`config.mk`:
```
export PLATFORM = sky130hd
export DESIGN_NAME = bba_lvl_calc
export DESIGN_NICKNAME = d
export VERILOG_FILES = /design/src/rtl/bba_pkg.sv /design/src/rtl/bba_lvl_calc.sv
export SDC_FILE = /design/constraint.sdc
export NUM_CORES = 1
export LEC_CHECK = 0
export BUFFER_PORTS_ARGS = -buffer_cell sky130_fd_sc_hd__buf_2
export CORE_UTILIZATION = 37
export DETAILED_ROUTE_END_ITERATION = 6
export PLACE_DENSITY_LB_ADDON = 0.2
export RECOVER_POWER = 50
export SLEW_MARGIN = 20
export SYNTH_ARGS = -nofsm -noshare
export SYNTH_HDL_FRONTEND = slang
export SYNTH_SLANG_ARGS = --single-unit
```
`constraint.sdc`:
```
create_clock -name vclk -period 24.2
set_input_delay 3.63 -clock vclk [all_inputs]
set_output_delay 3.63 -clock vclk [all_outputs]
set_load 0.05 [all_outputs]
```
`src/rtl/bba_pkg.sv`:
```
// Shared types and constants for the buddy block allocator.
package bba_pkg;

  localparam int OP_W      = 2;
  localparam int SIZE_W    = 32;
  localparam int OFFSET_W  = 20;
  localparam int STATUS_W  = 2;
  localparam int GLEVEL_W  = 4;
  localparam int UNITS_W   = 11;
  localparam int POOL_W    = 4;
  localparam int LVL_BITS  = 5;
  localparam int WORD_BITS = 32;
  localparam int WORD_LOG  = 5;

  localparam logic [OP_W-1:0] OP_ALLOC = 2'd0;
  localparam logic [OP_W-1:0] OP_FREE  = 2'd1;
  localparam logic [OP_W-1:0] OP_CLEAR = 2'd2;

  localparam logic [STATUS_W-1:0] ST_OK       = 2'd0;
  localparam logic [STATUS_W-1:0] ST_TOO_BIG  = 2'd1;
  localparam logic [STATUS_W-1:0] ST_NO_BLOCK = 2'd2;
  localparam logic [STATUS_W-1:0] ST_BAD_FREE = 2'd3;

  localparam logic [POOL_W-1:0] POOL_LEVEL_RST = 4'd10;

  typedef enum logic [3:0] {
    S_CLR,
    S_IDLE,
    S_SCAN_RD,
    S_SCAN_CHK,
    S_SPLIT_RD,
    S_SPLIT_CHK,
    S_REC,
    S_FREE_RD,
    S_FREE_CHK,
    S_MERGE_RD,
    S_MERGE_CHK,
    S_DONE
  } state_t;

  typedef struct packed {
    logic                too_big;
    logic [LVL_BITS-1:0] want;
  } lvl_info_t;

endpackage

```
`src/rtl/bba_lvl_calc.sv`:
```
// Request size to block level rounding and pool size check.
module bba_lvl_calc #(
  parameter int MIN_BLOCK_BYTES = 1024,
  parameter int TOP_LEVEL       = 10
) (
  input  logic [bba_pkg::SIZE_W-1:0]   size_bytes,
  input  logic [bba_pkg::LVL_BITS-1:0] active_level,
  output bba_pkg::lvl_info_t           info
);
  import bba_pkg::*;

  logic [63:0]         blk_bytes;
  logic [63:0]         pool_bytes;
  logic [LVL_BITS-1:0] cnt;

  always_comb begin
    cnt = '0;
    blk_bytes = '0;
    for (int l = 0; l <= TOP_LEVEL; l++) begin
      blk_bytes = 64'(MIN_BLOCK_BYTES) << l;
      if ((LVL_BITS'(l) < active_level) && (blk_bytes < 64'(size_bytes))) begin
        cnt = cnt + LVL_BITS'(1);
      end
    end
    pool_bytes   = 64'(MIN_BLOCK_BYTES) << active_level;
    info.too_big = 64'(size_bytes) > pool_bytes;
    info.want    = cnt;
  end
endmodule

```
==> summary.md, run 1 <==
| Metric | Value |
|---|---|
| Outcome | `finished clean` |
| Routed WL | `~5400 um` |
| Initial antenna violation count | `0` |
| Synth Warn # | `0` |
| Final worst slack | `just over 10 ns` |
| Synthesized area | `between 2000 and 2500 um^2` |
| Largest net degree at the start of global routing | `14` |
| Pre-CTS WS | `just over 10 ns` |
| Period utilization | `approximately 58%` |
| Cell Count, Final, Fillers Out | `approximately 390` |
| Worst-path maximum fanout | `6` |
| Port Buffers | `43` |
| Vias in the first global route | `2158` |
| Rows | `26` |
| Seq_cells | `0` |
| Max-cap violation count | `0` |
| Final Hold Viols | `0` |
| IO Count | `43` |
| Slew @ Worst Pin | `around 0.76 ns` |
| Starting Density | `~39%` |
| Max-slew violation count | `0` |
| Relative slew slack | `48.6%` |
| Post-synthesis sequential area ratio | `0%` |
| Die area | `about 5800 um^2` |
| Worst IR Drop VDD | `around 59 uV` |
| Yosys cell types | `56` |
| Antenna Nets Post-Route | `0` |
| Core region area | `about 5200 um^2` |
| Area grow syn2layout | `13.4%` |
| Wire per inst | `13.8 um` |
| DRC errors left | `0` |
| Cells taking the most area after synthesis | `ha_1, xnor2_1, nand2_1, o21ai_0, a21oi_1` |
| Crit path top cell by count | `ha_1` |
| FF/Latch Area | `0 um^2` |
| Min Tclk post-route | `between 10 and 15 ns` |
| Via count | `approximately 2200` |
| CP max-delay cell | `nor4_1` |
| Fill cell count | `roughly 570` |
| Critical Path Max Stage Delay | `0.68 ns` |
| Worst Hold Class | `in -> out` |
| Inst Count DP | `392` |
| Final setup violating endpoints | `0` |
| Top cell type's share of synthesized area | `between 10% and 20%` |
| Final Power | `139 uW` |
| Leading area contributor after synthesis | `ha_1` |
| Post-DP HPWL | `around 4600 um` |
| CP Launch Type | `primary input` |
| Worst EP arrival | `around 10 ns` |
| Post-CTS Hold Buffers | `0` |
| Ant. Diodes | `0` |
| Critical Path RT | `roughly 20 ns` |
| Setup TNS | `0 ns` |
| Largest delay share family, worst path | `simple AND/OR/NAND/NOR gates` |
| Remaining global-route overflow | `0` |
| Iter 0 DRT Violations | `approximately 110` |
| Worst path bufs/invs | `5` |
| Worst setup EP type | `output port` |
| PwrDens | `60.3 nW/um^2` |
| Mapped Cells | `roughly 290` |
| Drt first pass iters | `4` |
| Clk_buf instances | `0` |
| First-pass GRT wire length | `9840 um` |
| Fmax | `slightly above 70 MHz` |
| Post-CTS Setup Bufs | `0` |
| Mean Syn Cell Area | `approximately 7.1 um^2` |
| Quantity of gates resized following cts | `0` |
| Die outline height | `between 70 and 80 um` |
| Worst Path Class, Setup | `in -> out` |
| Width of the chip | `76.2 um` |
| Post-Syn Nets | `355` |
| GPL Wtd Cong | `0.865` |
| Lkg Pwr | `0.000941 uW` |
| Share of layout cells above drive strength 1 | `between 10% and 20%` |
| Nets@finish | `roughly 390` |
| Tot GR Track Use | `19.6%` |
| RSZ-0062 raised after global routing | `no` |
| Via/cell ratio | `5.69` |
-- area by class of cell --
| cell class | instances | area [um^2] | share of cell area, % |
|---|---|---|---|
| well taps | 70 | 87.6 | 3.79 |
| inverters | 11 | 41.3 | 1.79 |
| multi-input cells | 268 | 1970 | 85.2 |
| repair buffers | 43 | 214 | 9.25 |
-- cells in the mapped netlist, drive strengths merged, types with 7 or more instances --
cell type  count
a21o           7
a21oi         16
ha            32
inv           11
nand2         35
nand2b         7
nand3         11
nand4         10
nor2          20
nor2b          7
nor4          12
o21ai         20
xnor2         20
-- cells in the final DEF, fill, tap and decap left out, drive strengths merged, types with 10 or more instances in the layout --
master / n
nand2: 35
xnor2: 20
a21oi: 16
nand4: 10
nor4: 12
nand3: 11
buf: 42
o21ai: 20
nor2: 20
inv: 11
ha: 32
-- metrics by stage --
| step | hold WS (ns) | util, % | area (um^2) |
|---|---|---|---|
| 3_3_place_gp | 7.84 | 44.4 | 2310 |
| 2_1_floorplan | 7.57 | - | 2040 |
| 4_1_cts | 7.84 | 44.4 | 2310 |
| 6_report | 7.85 | 44.4 | 2310 |
| 3_5_place_dp | 7.84 | 44.4 | 2310 |
| 5_1_grt | 7.91 | 44.4 | 2310 |
-- where the power goes --
| part | internal [uW] | switching [uW] | total [uW] |
|---|---|---|---|
| combinational | 49.1 | 90.4 | 139 |
| sequential | 0 | 0 | 0 |
| clock | 0 | 0 | 0 |
-- metal layers --
metal | up-vias | GRT usage, % | wire, um
met5 | - | 0 | 0
met4 | 0 | 0.577 | 0
met3 | 0 | 1.32 | 203
met2 | 42 | 33.7 | 2440
met1 | 1032 | 28.0 | 2780
li1 | 1158 | - | -
-- final timing paths --
path | start | end | slack, ns | cells after the start
max | size_bytes[31] | info[4] | 10.19 | 35
min | active_level[4] | info[5] | 7.85 | 5
-- logic make-up (layout without fill, tap and decap cells) --
logic type	Yosys count	count (layout)	share of synthesized area, %
AND/OR/NAND/NOR	129	129	32.8
adder cells (fa/ha/maj)	32	32	19.6
XOR/XNOR	28	28	16.4
buffers and inverters	18	54	3.44
multiplexers	5	5	2.58
AO/OA/AOI/OAI	74	74	25.2
-- tightest hold or removal path: cells and delay by family --
kind | cells | cell delay (ns)
AND/OR/NAND/NOR | 1 | 0.04
buffers and inverters | 2 | 0.37
AO/OA/AOI/OAI | 2 | 0.18
Note: power is estimated with default switching activity, not from simulation.
==> inputs of run 2 (changes only) <==
==> constraint.sdc (replaced) <==
create_clock -name vclk -period 14.6
set_input_delay 2.19 -clock vclk [all_inputs]
set_output_delay 2.19 -clock vclk [all_outputs]
set_load 0.05 [all_outputs]
==> summary.md, run 2 (same netlist as run 1, synthesis figures left out) <==
| Metric | Value |
|---|---|
| Outcome | `finished clean` |
| Routed WL | `between 5000 and 6000 um` |
| Fmax | `between 80 and 90 MHz` |
| Max-cap violation count | `0` |
| Worst Path Class, Setup | `in -> out` |
| Final Hold Viols | `0` |
| Worst-path maximum fanout | `6` |
| Slew @ Worst Pin | `around 0.81 ns` |
| Critical Path Max Stage Delay | `roughly 0.7 ns` |
| Largest net degree at the start of global routing | `14` |
| DRC errors left | `0` |
| Iter 0 DRT Violations | `91` |
| Final Power | `~230 uW` |
| Worst path bufs/invs | `5` |
| Switching power | `between 100 and 150 uW` |
| Initial antenna violation count | `0` |
| Worst IR Drop VDD | `a little over 100 uV` |
| Die outline height | `approximately 76 um` |
| Vias in the first global route | `between 2000 and 2500` |
| Crit path top cell by count | `ha_1` |
| CP max-delay cell | `nor4_1` |
| Seq_cells | `0` |
| Drt first pass iters | `4` |
| Tot GR Track Use | `approximately a fifth` |
| Critical Path RT | `about 12 ns` |
| Final setup violating endpoints | `0` |
| PwrDens | `about 100 nW/um^2` |
| Post-CTS Hold Buffers | `0` |
| Clock power share | `0%` |
| Share of layout cells above drive strength 1 | `between 10% and 20%` |
| FF/Latch Area | `0 um^2` |
| Lkg Pwr | `about 0.00094 uW` |
| Width of the chip | `76.2 um` |
| Hold Slack | `4.97 ns` |
| First-pass GRT wire length | `~10000 um` |
| IO Count | `43` |
| Commonest non-fill, non-tap cell in the layout | `buf_2` |
| Largest delay share family, worst path | `simple AND/OR/NAND/NOR gates` |
| RSZ-0062 raised after global routing | `no` |
| Via count | `about 2200` |
| Min Tclk post-route | `around 11 ns` |
| Period utilization | `roughly 76%` |
| Port Buffers | `43` |
| Most frequent cells in the layout | `buf_2, nand2_1, ha_1` |
| CP Launch Type | `primary input` |
| Sw frac | `64.7%` |
| Rows | `26` |
| Ant. Diodes | `0` |
| Nets@finish | `just under 400` |
| Core region area | `about 5200 um^2` |
| Wire per inst | `~14 um` |
| GPL Wtd Cong | `0.864` |
| Finished Core Util | `approximately 44%` |
| Setup TNS | `0 ns` |
| Quantity of gates resized following cts | `0` |
| Antenna Nets Post-Route | `0` |
| Via/cell ratio | `around 5.7` |
| Internal Pwr Total | `between 80 and 90 uW` |
| Worst Hold Class | `in -> out` |
| Clk_buf instances | `0` |
| Worst Hold End | `info[5]` |
| Sequential Power Share | `0%` |
| Hold-critical path depth | `5` |
| Worst EP arrival | `8.96 ns` |
| Starting Density | `around 39%` |
| Post-DP HPWL | `approximately 4500 um` |
| Area grow syn2layout | `13.4%` |
| Max-slew violation count | `0` |
| Die area | `around 5800 um^2` |
| Remaining global-route overflow | `0` |
| Post-CTS Setup Bufs | `0` |
| Worst setup EP type | `output port` |
| Hold Path Origin | `active_level[4]` |
| Combinational fraction of design power | `100.0%` |
| Relative slew slack | `a little under half` |
run 2: worst max path at each step:
| stage | startpoint | to | slack (ns) | cells after the start |
|---|---|---|---|---|
| 2_1_floorplan | size_bytes[31] | info[4] | 3.98 | 33 |
| 3_3_place_gp | size_bytes[31] | info[4] | 3.75 | 35 |
| 3_5_place_dp | size_bytes[31] | info[4] | 3.56 | 35 |
| 4_1_cts | size_bytes[31] | info[4] | 3.54 | 35 |
| 5_1_grt | size_bytes[27] | info[4] | 2.80 | 35 |
| 6_report | size_bytes[31] | info[4] | 3.45 | 35 |
run 2: power by group through the flow:
stage / registers, uW / clock network [uW] / logic [uW]
6_report: 0 / 0 / 231
5_1_grt: 0 / 0 / 256
4_1_cts: 0 / 0 / 232
3_5_place_dp: 0 / 0 / 231
3_3_place_gp: 0 / 0 / 229
2_1_floorplan: 0 / 0 / 187
run 2: area by class of cell:
| cell class | count | area [um^2] |
|---|---|---|
| Fill cell | 564 | 2890 |
| Tap cell | 70 | 87.6 |
| Inverter | 11 | 41.3 |
| Multi-Input combinational cell | 268 | 1970 |
| Timing Repair Buffer | 43 | 214 |
run 2: worst min-delay path, stage by stage:
cell,delay [ns]
buf_2,0.17
o21ai_0,0.10
o21ai_0,0.08
nor2_1,0.04
buf_2,0.20
run 2: routing by layer:
layer  share of wire, %  wire [um]  GRT usage [%]  vias up
met5                  0          0              0        -
met4               0.71         38           1.92        0
met3                4.9        262           1.32        2
met2                 43       2320           32.5       52
met1                 51       2760           27.9     1022
li1                   -          -              -     1156
run 2: through the flow:
stage / cell area [um^2] / std cells / setup slack, ns
2_1_floorplan: 2040 / 286 / 3.98
5_1_grt: 2310 / 392 / 2.80
6_report: 2310 / 392 / 3.45
3_3_place_gp: 2310 / 392 / 3.75
4_1_cts: 2310 / 392 / 3.54
3_5_place_dp: 2310 / 392 / 3.56
