<file path="config.mk">
export PLATFORM = sky130hd
export DESIGN_NAME = bba_ram
export DESIGN_NICKNAME = d
export VERILOG_FILES = /design/src/rtl/bba_ram.sv
export SDC_FILE = /design/constraint.sdc
export NUM_CORES = 1
export LEC_CHECK = 0
export BUFFER_PORTS_ARGS = -buffer_cell sky130_fd_sc_hd__buf_4
export CAP_MARGIN = 10
export CORE_MARGIN = 4
export CORE_UTILIZATION = 33
export DETAILED_ROUTE_END_ITERATION = 10
export PLACE_DENSITY = 0.49
export SLEW_MARGIN = 5
export SYNTH_ARGS = -nofsm -noshare
export SYNTH_HDL_FRONTEND = slang
export SYNTH_SLANG_ARGS = --single-unit
</file>
<file path="constraint.sdc">
create_clock -name clk -period 2.7 [get_ports clk]
set_input_delay 0.27 -clock clk [delete_from_list [all_inputs] [get_ports clk]]
set_output_delay 0.27 -clock clk [all_outputs]
set_load 0.03 [all_outputs]
</file>
<file path="src/rtl/bba_ram.sv">
// Generic single-write, single-read RAM with registered read data.
module bba_ram #(
  parameter int WIDTH = 8,
  parameter int DEPTH = 16
) (
  input  logic                                  clk,
  input  logic                                  we,
  input  logic [((DEPTH > 1) ? $clog2(DEPTH) : 1)-1:0] waddr,
  input  logic [WIDTH-1:0]                      wdata,
  input  logic [((DEPTH > 1) ? $clog2(DEPTH) : 1)-1:0] raddr,
  output logic [WIDTH-1:0]                      rdata
);
  logic [WIDTH-1:0] mem [DEPTH];
  logic [WIDTH-1:0] rdata_r;

  always_ff @(posedge clk) begin
    if (we) begin
      mem[waddr] <= wdata;
    end
    rdata_r <= mem[raddr];
  end

  assign rdata = rdata_r;
endmodule

</file>
==> results of run 1 <==
-- per-layer routing --
layer / global-route usage [%] / up-vias
met1: 17.0 / 1274
met5: 0 / -
met3: 3.99 / 11
met2: 19.6 / 51
li1: - / 1071
met4: 6.24 / 0
-- where the power goes --
group          switching [W]  internal (W)  total [W]
Clock               0.000803       0.00159    0.00239
Combinational       0.000152      0.000104   0.000256
Sequential         0.0000149       0.00236    0.00238
-- state kept, by name (all words and copies together), names as in the netlist --
| name | flops |
|---|---|
| mem | 128 |
| rdata | 8 |
-- through the flow --
step / hold WS [ns] / instance area [um2] / util (%) / worst slack, ns / power (W)
2_1_floorplan: 0.369 / 5150 / - / 0.937 / 0.00256
3_3_place_gp: 0.592 / 5630 / 36.9 / 0.610 / 0.00268
3_5_place_dp: 0.600 / 5630 / 36.9 / 0.603 / 0.00268
4_1_cts: 0.157 / 6240 / 40.9 / 1.04 / 0.00509
5_1_grt: 0.169 / 6240 / 40.9 / 1.01 / 0.00520
6_report: 0.173 / 6240 / 40.9 / 1.08 / 0.00503
-- path summary, 6_finish.rpt --
kind | startpoint | end | slack, ns | cells after the start
worst min-delay path | wdata[6] | mem[8][6] | 0.17 | 1
worst min register to register | mem[8][3] | rdata[3] | 0.68 | 3
worst max register to register | mem[11][0] | rdata[0] | 1.39 | 3
worst max-delay path | waddr[2] | mem[3][5] | 1.08 | 3
-- layout make-up --
| class | count | area [um2] | area share [%] |
|---|---|---|---|
| repair buffers | 40 | 300 | 4.81 |
| clock inverters | 8 | 145 | 2.33 |
| well taps | 211 | 264 | 4.23 |
| clock buffers | 24 | 472 | 7.56 |
| multi-input cells | 83 | 1060 | 16.9 |
| flip-flops and latches | 136 | 4000 | 64.1 |
-- synthesized netlist by cell type --
library cell / n
nor2_1: 13
nor2b_1: 1
mux4_1: 14
nand3b_1: 2
mux4_2: 18
nand2b_1: 2
buf_4: 1
clkdlybuf4s25_2: 3
or3b_2: 1
nand3_1: 1
buf_2: 3
and2_1: 1
dfxtp_1: 8
nand2_1: 9
buf_6: 3
a22oi_1: 16
edfxtp_1: 128
nor3_1: 4
and2b_1: 1
-- logic make-up (layout without fill, tap and decap cells) --
group / after synthesis / in the layout
simple gates: 35 / 35
flops: 136 / 136
compound gates: 16 / 16
mux: 32 / 32
buf+inv: 10 / 72
-- cell usage in the layout, fill, tap and decap left out, drive strengths merged --
cell type  Yosys  routed
nand3          1       1
and2b          1       1
clkinv         0       2
nor2          13      13
nor2b          1       1
clkbuf         0      24
edfxtp       128     128
and2           1       1
nand2          9       9
nand2b         2       2
or3b           1       1
bufinv         0       4
dfxtp          8       8
mux4          32      32
nand3b         2       2
nor3           4       4
a22oi         16      16
clkinvlp       0       2
buf            7      40
==> key figures, run 1 <==
Synthesis
  • Area share of and/or/nand/nor cells after synthesis: 3.18%
  • Number of cells produced by synthesis: 229
  • Share of the yosys chip area belonging to registers: 77.8%
  • Area fraction in compound gates after synthesis: 2.33%
  • Netlist cell types: 19
  • Share of the synthesized area in the top cell type: 74.7%
  • Synthesized-area fraction occupied by xor and xnor cells: 0%
  • Top area cells in the synthesized netlist: edfxtp_1 75%, mux4_2 7.9%, mux4_1 7.1%
  • Synthesized-area fraction occupied by adder cells: 0%
  • Cell Area, Synth: 5150 um2
  • Post-synthesis mux area share: 15.0%
  • Combinational family with the most area after synthesis: multiplexers
  • Total number of yosys warnings: 0
  • Net count of the mapped netlist: 247
  • Cell taking the most area after synthesis: edfxtp_1
  • Flops & latches, synth: 136
  • Mean Syn Cell Area: 22.5 um2

Clocking
  • Clock tree from TritonCTS: built
  • Number of setup buffers added after CTS: 0
  • Worst-Skew Late Latency: 0.41 ns
  • Total of hold buffers inserted after clock tree synthesis: 0
  • Number of clock sinks: 136
  • Maximum clock path buffer count: 2
  • Post-cts repair resize count: 0
  • CTS clk-pin slew, worst paths: 0.06 ns
  • Total clock buffers created by CTS: 17
  • CTS root buf: clkbuf_16
  • Htree depth: 4

Power
  • Power density cells: 805 nW/um2
  • IR Drop Worst-Case VDD: 0.390 mV
  • Leak Pwr: 2.09 nW

Critical path
  • Category of the critical setup timing path: in2reg
  • Crit path DAT: 1.65 ns
  • Cell chain of the critical path: buf_4, or3b_2, nor2_1
  • Top Family by Delay on Critical Path: simple AND/OR/NAND/NOR gates
  • Worst Path Buf+Inv: 1
  • Critical Path Source Type: primary input
  • Category of the worst setup path capture point: register
  • Required time worst endpoint: 2.73 ns
  • Largest incremental delay on the critical path: 0.75 ns
  • CP max-delay cell: nor2_1
  • Critical path fanouts, max: 8

Placement
  • Routability congestion estimate from global placement: 0.715
  • Number of port buffers: 25
  • Total placed cells including tap cells: 470
  • Detailed placer's ending HPWL: 6530 um

Detailed routing
  • First-pass DRT Iterations: 4
  • Detail Route met3 WL: 421 um
  • Metal2 WL: 5150 um
  • Uppermost signal routing layer after detailed routing: met4
  • DRC violation total after the first TritonRoute iteration: 191
  • Detail-routed via count per cell: 4.79
  • Vias after detailed routing: 2407
  • Post-route DRC: 0
  • Wire length the detailed router placed on met1: 5010 um
  • Detailed-route wire length per cell: 21.4 um
  • Number of routed nets with antenna violations: 0
  • Routed wire length: 10700 um

Floorplanning
  • Die width: 133 um
  • IO Pins: 26
  • Number of placement rows: 45
  • Die Height: 133 um
  • Area of the placeable core: 15300 um2
  • Initial Utilization: 33.7%
  • Die footprint: 17700 um2

Flow run
  • Number of maximum-capacitance violations: 0

Timing
  • Final number of setup-violating endpoints: 0
  • Post-route fraction of the period consumed by the critical path: 59.8%
  • Achievable clock frequency: 619 MHz
  • Number of failing hold endpoints at the final stage: 0
  • Setup repair after global routing missed its margin: no
  • Final Critical Period: 1.62 ns
  • Slew Limit Headroom: 35.3%
  • Setup TNS: 0 ns
  • Pins over their slew limit: 0
  • Clock tree skew after final layout: 0.00570 ns
  • Worst Max-Slew Pin Slew: 0.966 ns

Global routing
  • Wire length of the first global-routing pass: 16000 um
  • Total global routing track utilization: 12.9%
  • Number of antenna violations at the first check in global routing: 0
  • Remaining Overflow, GRT: 0
  • Number of global-route vias before repair: 2587
  • Maximum number of pins on one net before global-route repair: 33

Layout
  • Number of fill cells: 1390
  • Relative area change from synthesis to final layout: 21.3%
  • Antenna Cells: 0
  • Number of non-filler instances in the completed layout: 502
  • Nets: 296
  • Proportion of layout cells with a drive suffix above 1: 29.6%

Min path
  • Kind of path behind the tightest hold check: in2reg

Status
  • Outcome: complete, no violations
Power figures use the tool's default switching activity.
==> run 2: changes to the inputs <==
--- a/config.mk
+++ b/config.mk
@@ -5,6 +5,7 @@
 export SDC_FILE = /design/constraint.sdc
 export NUM_CORES = 1
 export LEC_CHECK = 0
+export ABC_AREA = 1
 export BUFFER_PORTS_ARGS = -buffer_cell sky130_fd_sc_hd__buf_4
 export CAP_MARGIN = 10
 export CORE_MARGIN = 4
==> constraint.sdc (replaced) <==
create_clock -name clk -period 1.5 [get_ports clk]
set_input_delay 0.15 -clock clk [delete_from_list [all_inputs] [get_ports clk]]
set_output_delay 0.15 -clock clk [all_outputs]
set_load 0.03 [all_outputs]
==> key figures, run 2 <==
Layout
  • Antenna Cells: 0 (unchanged)
  • Commonest non-fill, non-tap cell in the layout: nand2_1 (was edfxtp_1)
  • Proportion of layout cells with a drive suffix above 1: 13.9% (was 29.6%)
  • Max reg flops: 128 (unchanged)
  • Number of non-filler instances in the completed layout: 837 (was 502)
  • Number of fill cells: 1611 (was 1390)
  • Top reg by flops: mem (unchanged)
  • Share of the core filled with cells: 40.3% (was 40.9%)
  • Most frequent cells in the layout: 173 x nand2_1, 128 x edfxtp_1, 100 x inv_1, 97 x nand3_1, 50 x buf_4 (was 128 x edfxtp_1, 40 x buf_4, 18 x mux4_2, 17 x clkbuf_16, 16 x a22oi_1)
  • Relative area change from synthesis to final layout: 20.5% (was 21.3%)
  • Nets: 617 (was 296)

Global routing
  • Wire length of the first global-routing pass: 20500 um (was 16000 um)
  • Maximum number of pins on one net before global-route repair: 65 (was 33)
  • Remaining Overflow, GRT: 0 (unchanged)
  • Number of antenna violations at the first check in global routing: 0 (unchanged)
  • Number of global-route vias before repair: 3736 (was 2587)
  • Total global routing track utilization: 13.9% (was 12.9%)

Timing
  • Setup repair after global routing missed its margin: no (unchanged)
  • Clock tree skew after final layout: 0.00586 ns (was 0.00570 ns)
  • Number of failing hold endpoints at the final stage: 0 (unchanged)
  • Achievable clock frequency: 946 MHz
  • Setup TNS: 0 ns (unchanged)
  • Post-route fraction of the period consumed by the critical path: 70.5%
  • Slew Limit Headroom: 74.1% (was 35.3%)
  • Worst Max-Slew Pin Slew: 0.389 ns (was 0.966 ns)
  • Final Critical Period: 1.06 ns
  • Pins over their slew limit: 0 (unchanged)
  • Final number of setup-violating endpoints: 0 (unchanged)

Clocking
  • Total clock buffers created by CTS: 17 (unchanged)
  • Post-cts repair resize count: 0 (unchanged)
  • Total of hold buffers inserted after clock tree synthesis: 0 (unchanged)
  • Clock tree from TritonCTS: built (unchanged)
  • Number of setup buffers added after CTS: 0 (unchanged)
  • Htree depth: 4 (unchanged)
  • CTS root buf: clkbuf_16 (unchanged)
  • Maximum clock path buffer count: 2 (unchanged)
  • Worst-Skew Late Latency: 0.42 ns (was 0.41 ns)
  • CTS clk-pin slew, worst paths: 0.06 ns (about the same)
  • Number of clock sinks: 136 (unchanged)

Synthesis
  • Proportion of synthesized flip-flops having asynchronous set or reset: 0% (unchanged)
  • Cell Area, Synth: 5770 um2 (was 5150 um2)
  • Share of the yosys chip area belonging to registers: 69.4% (was 77.8%)
  • Post-synth top cells: 173 x nand2_1, 128 x edfxtp_1, 100 x inv_1 (was 128 x edfxtp_1, 18 x mux4_2, 16 x a22oi_1)
  • Net count of the mapped netlist: 569 (was 247)
  • Share of the synthesized area in the top cell type: 66.7% (was 74.7%)
  • Most instantiated library cell after synthesis: nand2_1 (was edfxtp_1)
  • Number of cells produced by synthesis: 551 (was 229)
  • Flops & latches, synth: 136 (unchanged)
  • Top area cells in the synthesized netlist: edfxtp_1 67%, nand2_1 11%, nand3_1 8.4% (was edfxtp_1 75%, mux4_2 7.9%, mux4_1 7.1%)
  • Post-synth top flop: edfxtp_1 (unchanged)
  • Cell taking the most area after synthesis: edfxtp_1 (unchanged)
  • Netlist cell types: 12 (was 19)
  • Number of flops mapped to enable cells by yosys: 128 (unchanged)
  • Mean Syn Cell Area: 10.5 um2 (was 22.5 um2)
  • Total number of yosys warnings: 0 (unchanged)

Power
  • Leak Pwr: 3.00 nW (was 2.09 nW)
  • Total power after layout: 0.00931 W (was 0.00503 W)
  • Power density cells: 1340 nW/um2 (was 805 nW/um2)
  • IR Drop Worst-Case VDD: 0.852 mV (was 0.390 mV)

Floorplanning
  • Initial Utilization: 33.5% (was 33.7%)
  • Number of placement rows: 48 (was 45)
  • Area of the placeable core: 17200 um2 (was 15300 um2)
  • IO Pins: 26 (unchanged)
  • Die width: 140 um (was 133 um)
  • Die Height: 140 um (was 133 um)
  • Die footprint: 19700 um2 (was 17700 um2)

Detailed routing
  • Number of routed nets with antenna violations: 0 (unchanged)
  • Vias after detailed routing: 3742 (was 2407)
  • Detailed-route wire length per cell: 15.6 um (was 21.4 um)
  • First-pass DRT Iterations: 5 (was 4)
  • Post-route DRC: 0 (unchanged)
  • Detail-routed via count per cell: 4.47 (was 4.79)
  • DRC violation total after the first TritonRoute iteration: 280 (was 191)
  • Routed wire length: 13100 um (was 10700 um)

Critical path
  • Logic depth of the worst register-to-register path: 6 (was 3)
  • Critical path fanouts, max: 1 (was 8)
  • Crit path DAT: 0.91 ns (was 1.65 ns)
  • Critical Path Source Type: register (was primary input)
  • Reg-to-reg critical path startpoint: mem[7][4] (was mem[11][0])
  • Largest incremental delay on the critical path: 0.33 ns (was 0.75 ns)
  • CP max-delay cell: dfxtp_1 (was nor2_1)
  • Worst Path Buf+Inv: 1 (unchanged)
  • Required time worst endpoint: 1.35 ns (was 2.73 ns)
  • Top Family by Delay on Critical Path: flip-flops (was simple AND/OR/NAND/NOR gates)
  • Worst R2R End: rdata[4] (was rdata[0])
  • Register-to-Register Setup Slack: 0.49 ns (was 1.39 ns)
  • Category of the worst setup path capture point: output port (was register)
  • Category of the critical setup timing path: reg2out (was in2reg)
  • Cell chain of the critical path: buf_4 (was buf_4, or3b_2, nor2_1)

Min path
  • Worst hold path startpoint: wdata[5] (was wdata[6])
  • Hold Crit Endpoint: mem[5][5] (was mem[8][6])
  • Kind of path behind the tightest hold check: in2reg (unchanged)
  • Hold path cells: 1 (unchanged)

Placement
  • Number of port buffers: 25 (unchanged)
  • Total placed cells including tap cells: 805 (was 470)
  • Routability congestion estimate from global placement: 0.821 (was 0.715)
  • Detailed placer's ending HPWL: 8230 um (was 6530 um)

Flow run
  • Number of maximum-capacitance violations: 0 (unchanged)

Status
  • Outcome: complete, no violations (unchanged)
## run 2: cell types whose count changed in the layout (fill, tap and decap cells not counted), sizes merged, moves of 4 or more
cell    change
a22oi      -16
clkinv      +4
nor3        -4
nor2        +4
nand3      +96
buf        +13
inv       +102
mux4       -32
nand2     +164
clkbuf      -7
## run 2: metrics by stage
| step | cell area [um2] | hold WS, ns | setup slack [ns] |
|---|---|---|---|
| 2_1_floorplan | 5770 | 0.249 | 0.399 |
| 6_report | 6950 | 0.0600 | 0.443 |
| 3_5_place_dp | 6320 | 0.501 | 0.267 |
| 3_3_place_gp | 6320 | 0.486 | 0.267 |
| 4_1_cts | 6950 | 0.0671 | 0.412 |
| 5_1_grt | 6950 | 0.0713 | 0.384 |
## run 2: worst reg2reg max path: cells and delay by family (launching register included)
kind	cells	cell delay [ns]
AND/OR/NAND/NOR	5	0.47
flip-flops	1	0.35
buffers and inverters	1	0.06
## run 2: worst max path at each step
stage,startpoint,end,slack [ns],cells past startpoint
floorplan,waddr[2],mem[10][0],0.40,2
finish,rdata[3],rdata[3],0.44,1
global placement,raddr[0],rdata[6],0.27,8
CTS,rdata[3],rdata[3],0.41,1
global route,rdata[3],rdata[3],0.38,1
detailed placement,raddr[0],rdata[6],0.27,8
## run 2: cells by family after synthesis
group                  share of synthesized area, %
buffers and inverters                          9.52
flip-flops                                     69.4
AND/OR/NAND/NOR                                21.0
## run 2: final cells by class
cell class              count  area (um2)  share of cell area [%]
clock buffers              17         425                    6.12
clock inverters            15         208                    2.99
inverters                 102         383                    5.51
multi-input cells         289        1210                    17.5
flip-flops and latches    136        4000                    57.6
well taps                 225         282                    4.05
repair buffers             53         435                    6.26
## run 2: power breakdown
group	switching (W)	internal, W	total, W
sequential	0.0000235	0.00425	0.00427
clock	0.00153	0.00292	0.00444
combinational	0.000400	0.000192	0.000592
total	0.00195	0.00736	0.00931
## run 2: per-layer routing
layer	track usage [%]	part of all wire [%]
met1	17.9	44
met2	22.8	50
met4	5.51	2.2
met5	0	0
met3	3.35	3.7
==> run 3: changes to the inputs <==
--- a/config.mk
+++ b/config.mk
@@ -11,7 +11,7 @@
 export CORE_MARGIN = 4
 export CORE_UTILIZATION = 33
 export DETAILED_ROUTE_END_ITERATION = 10
-export PLACE_DENSITY = 0.49
+export PLACE_DENSITY = 0.51
 export SLEW_MARGIN = 5
 export SYNTH_ARGS = -nofsm -noshare
 export SYNTH_HDL_FRONTEND = slang
==> constraint.sdc (replaced) <==
create_clock -name clk -period 0.9 [get_ports clk]
set_input_delay 0.09 -clock clk [delete_from_list [all_inputs] [get_ports clk]]
set_output_delay 0.09 -clock clk [all_outputs]
set_load 0.03 [all_outputs]
==> key figures, run 3 (synthesized netlist as in run 2, its figures left out) <==
Status
  • Outcome: finished, violations left (was complete, no violations)
  • Violated checks: negative setup slack

Timing
  • Final number of setup-violating endpoints: 16 (was 0)
  • Number of failing hold endpoints at the final stage: 0 (unchanged)
  • Post-route fraction of the period consumed by the critical path: 112%
  • Achievable clock frequency: 994 MHz
  • Final Critical Period: 1.01 ns
  • Setup repair after global routing missed its margin: yes (was no)
  • Pins over their slew limit: 0 (unchanged)
  • Final worst hold slack: 0.0325 ns (was 0.0600 ns)
  • Worst Max-Slew Pin Slew: 0.485 ns (was 0.389 ns)
  • Worst Slack Setup Final: -0.106 ns (was 0.443 ns)
  • Slew Limit Headroom: 67.6% (was 74.1%)
  • Clock tree skew after final layout: 0.00401 ns (was 0.00586 ns)

Critical path
  • Worst Path Buf+Inv: 1 (unchanged)
  • Critical path fanouts, max: 1 (unchanged)
  • Required time worst endpoint: 0.81 ns (was 1.35 ns)
  • Largest incremental delay on the critical path: 0.36 ns (was 0.33 ns)
  • Cell chain of the critical path: buf_6 (was buf_4)
  • Category of the critical setup timing path: reg2out (unchanged)
  • Reg-to-reg critical path startpoint: mem[5][5] (was mem[7][4])
  • Register-to-Register Setup Slack: -0.06 ns (was 0.49 ns)
  • Critical Path Source Type: register (unchanged)
  • Top Family by Delay on Critical Path: flip-flops (unchanged)
  • CP max-delay cell: dfxtp_2 (was dfxtp_1)
  • Launch point of the critical path: rdata[7] (was rdata[3])
  • Category of the worst setup path capture point: output port (unchanged)
  • Crit path DAT: 0.92 ns (was 0.91 ns)

Placement
  • Routability congestion estimate from global placement: 0.844 (was 0.821)
  • Total placed instance area: 6470 um2 (was 6320 um2)
  • Detailed placer's ending HPWL: 8790 um (was 8230 um)
  • Total placed cells including tap cells: 810 (was 805)
  • Number of port buffers: 25 (unchanged)

Layout
  • Final design instance area without fill: 7310 um2 (was 6950 um2)
  • Commonest non-fill, non-tap cell in the layout: nand2_1 (unchanged)
  • Relative area change from synthesis to final layout: 26.8% (was 20.5%)
  • Antenna Cells: 0 (unchanged)
  • Share of the core filled with cells: 42.4% (was 40.3%)
  • Max reg flops: 128 (unchanged)
  • Nets: 622 (was 617)
  • Number of non-filler instances in the completed layout: 842 (was 837)
  • Most frequent cells in the layout: 167 x nand2_1, 128 x edfxtp_1, 99 x inv_1, 52 x nand3_1, 43 x nand3_2 (was 173 x nand2_1, 128 x edfxtp_1, 100 x inv_1, 97 x nand3_1, 50 x buf_4)
  • Proportion of layout cells with a drive suffix above 1: 25.0% (was 13.9%)
  • Top reg by flops: mem (unchanged)

Clocking
  • Worst-Skew Late Latency: 0.42 ns (about the same)
  • Clock tree from TritonCTS: built (unchanged)
  • Htree depth: 4 (unchanged)
  • Total clock buffers created by CTS: 17 (unchanged)
  • Number of clock sinks: 136 (unchanged)
  • CTS clk-pin slew, worst paths: 0.05 ns (was 0.06 ns)
  • CTS root buf: clkbuf_16 (unchanged)
  • Maximum clock path buffer count: 2 (unchanged)
  • Number of setup buffers added after CTS: 0 (unchanged)
  • Total of hold buffers inserted after clock tree synthesis: 0 (unchanged)

Global routing
  • Wire length of the first global-routing pass: 21200 um (was 20500 um)
  • Remaining Overflow, GRT: 0 (unchanged)
  • Number of global-route vias before repair: 3689 (was 3736)
  • Number of antenna violations at the first check in global routing: 0 (unchanged)
  • Total global routing track utilization: 14.6% (was 13.9%)
  • Maximum number of pins on one net before global-route repair: 55 (was 65)

Power
  • Clock share of power: 43.5% (was 47.7%)
  • Power density cells: 2030 nW/um2 (was 1340 nW/um2)
  • Combinational Power Share: 8.2% (was 6.4%)
  • Part of the power in registers: 48.2% (was 45.9%)
  • Switching portion of total power: 22.2% (was 20.9%)
  • Internal power summed over all cells: 0.0115 W (was 0.00736 W)
  • Leak Pwr: 3.12 nW (was 3.00 nW)
  • Net Sw Power: 0.00329 W (was 0.00195 W)
  • IR Drop Worst-Case VDD: 1.59 mV (was 0.852 mV)

Detailed routing
  • Post-route DRC: 0 (unchanged)
  • Detailed-route wire length per cell: 16.5 um (was 15.6 um)
  • Number of routed nets with antenna violations: 0 (unchanged)
  • First-pass DRT Iterations: 5 (unchanged)
  • Detail-routed via count per cell: 4.51 (was 4.47)
  • Vias after detailed routing: 3801 (was 3742)
  • DRC violation total after the first TritonRoute iteration: 309 (was 280)
  • Routed wire length: 13900 um (was 13100 um)

Floorplanning
  • Area of the placeable core: 17200 um2 (unchanged)
  • Die width: 140 um (unchanged)
  • IO Pins: 26 (unchanged)
  • Initial Utilization: 33.5% (unchanged)
  • Number of placement rows: 48 (unchanged)
  • Die Height: 140 um (unchanged)
  • Die footprint: 19700 um2 (unchanged)

Min path
  • Worst hold path startpoint: wdata[1] (was wdata[5])
  • Kind of path behind the tightest hold check: in2reg (unchanged)

Flow run
  • Number of maximum-capacitance violations: 0 (unchanged)
-- run 3: through the flow --
step / setup TNS (ns) / power, W / worst slack (ns)
4_1_cts: -0.831 / 0.0149 / -0.127
3_3_place_gp: -26.74 / 0.00836 / -0.336
2_1_floorplan: -11.03 / 0.00784 / -0.119
5_1_grt: -1.40 / 0.0154 / -0.138
3_5_place_dp: -25.94 / 0.00836 / -0.333
6_report: -0.649 / 0.0148 / -0.106
-- run 3: power groups by stage --
| stage | Clock (W) | Sequential [W] | Combinational, W |
|---|---|---|---|
| floorplan | 0 | 0.00733 | 0.000509 |
| global placement | 0 | 0.00725 | 0.00111 |
| detailed placement | 0 | 0.00726 | 0.00111 |
| CTS | 0.00658 | 0.00714 | 0.00118 |
| global route | 0.00688 | 0.00715 | 0.00133 |
| finish | 0.00645 | 0.00714 | 0.00122 |
-- run 3: layout make-up --
cell class                      instances  area, um2
Tap cell                              225        282
Fill cell                            1596       9930
Sequential cell                       136       4010
Timing Repair Buffer                   58        591
Multi-Input combinational cell        289       1500
Clock inverter                         13        111
Clock buffer                           19        433
Inverter                              102        383
-- run 3: worst paths after layout --
check                    to  cells past startpoint
setup / recovery   rdata[7]                      1
hold / removal    mem[3][1]                      1
setup reg to reg   rdata[5]                      6
hold reg to reg    rdata[1]                      6
-- run 3: metal layers --
| metal | track usage (%) | vias up | share of wire [%] |
|---|---|---|---|
| met2 | 23.6 | 98 | 49 |
| met1 | 19.1 | 1810 | 45 |
| met3 | 3.82 | 14 | 4.9 |
| li1 | - | 1879 | - |
| met4 | 4.69 | 0 | 1.3 |
| met5 | 0 | - | 0 |
-- run 3: what timing repair did --
action                                 4_1_cts  5_1_grt
resized for setup                           40       30
endpoints found under the hold margin        0        0
pin swaps                                   23       25
setup endpoints to repair                   16       16
-- run 3: worst reg2reg max path: cells and delay by family (launching register included) --
kind                   cells  cell delay, ns
flip-flops                 1            0.36
buffers and inverters      1            0.06
AND/OR/NAND/NOR            5            0.42
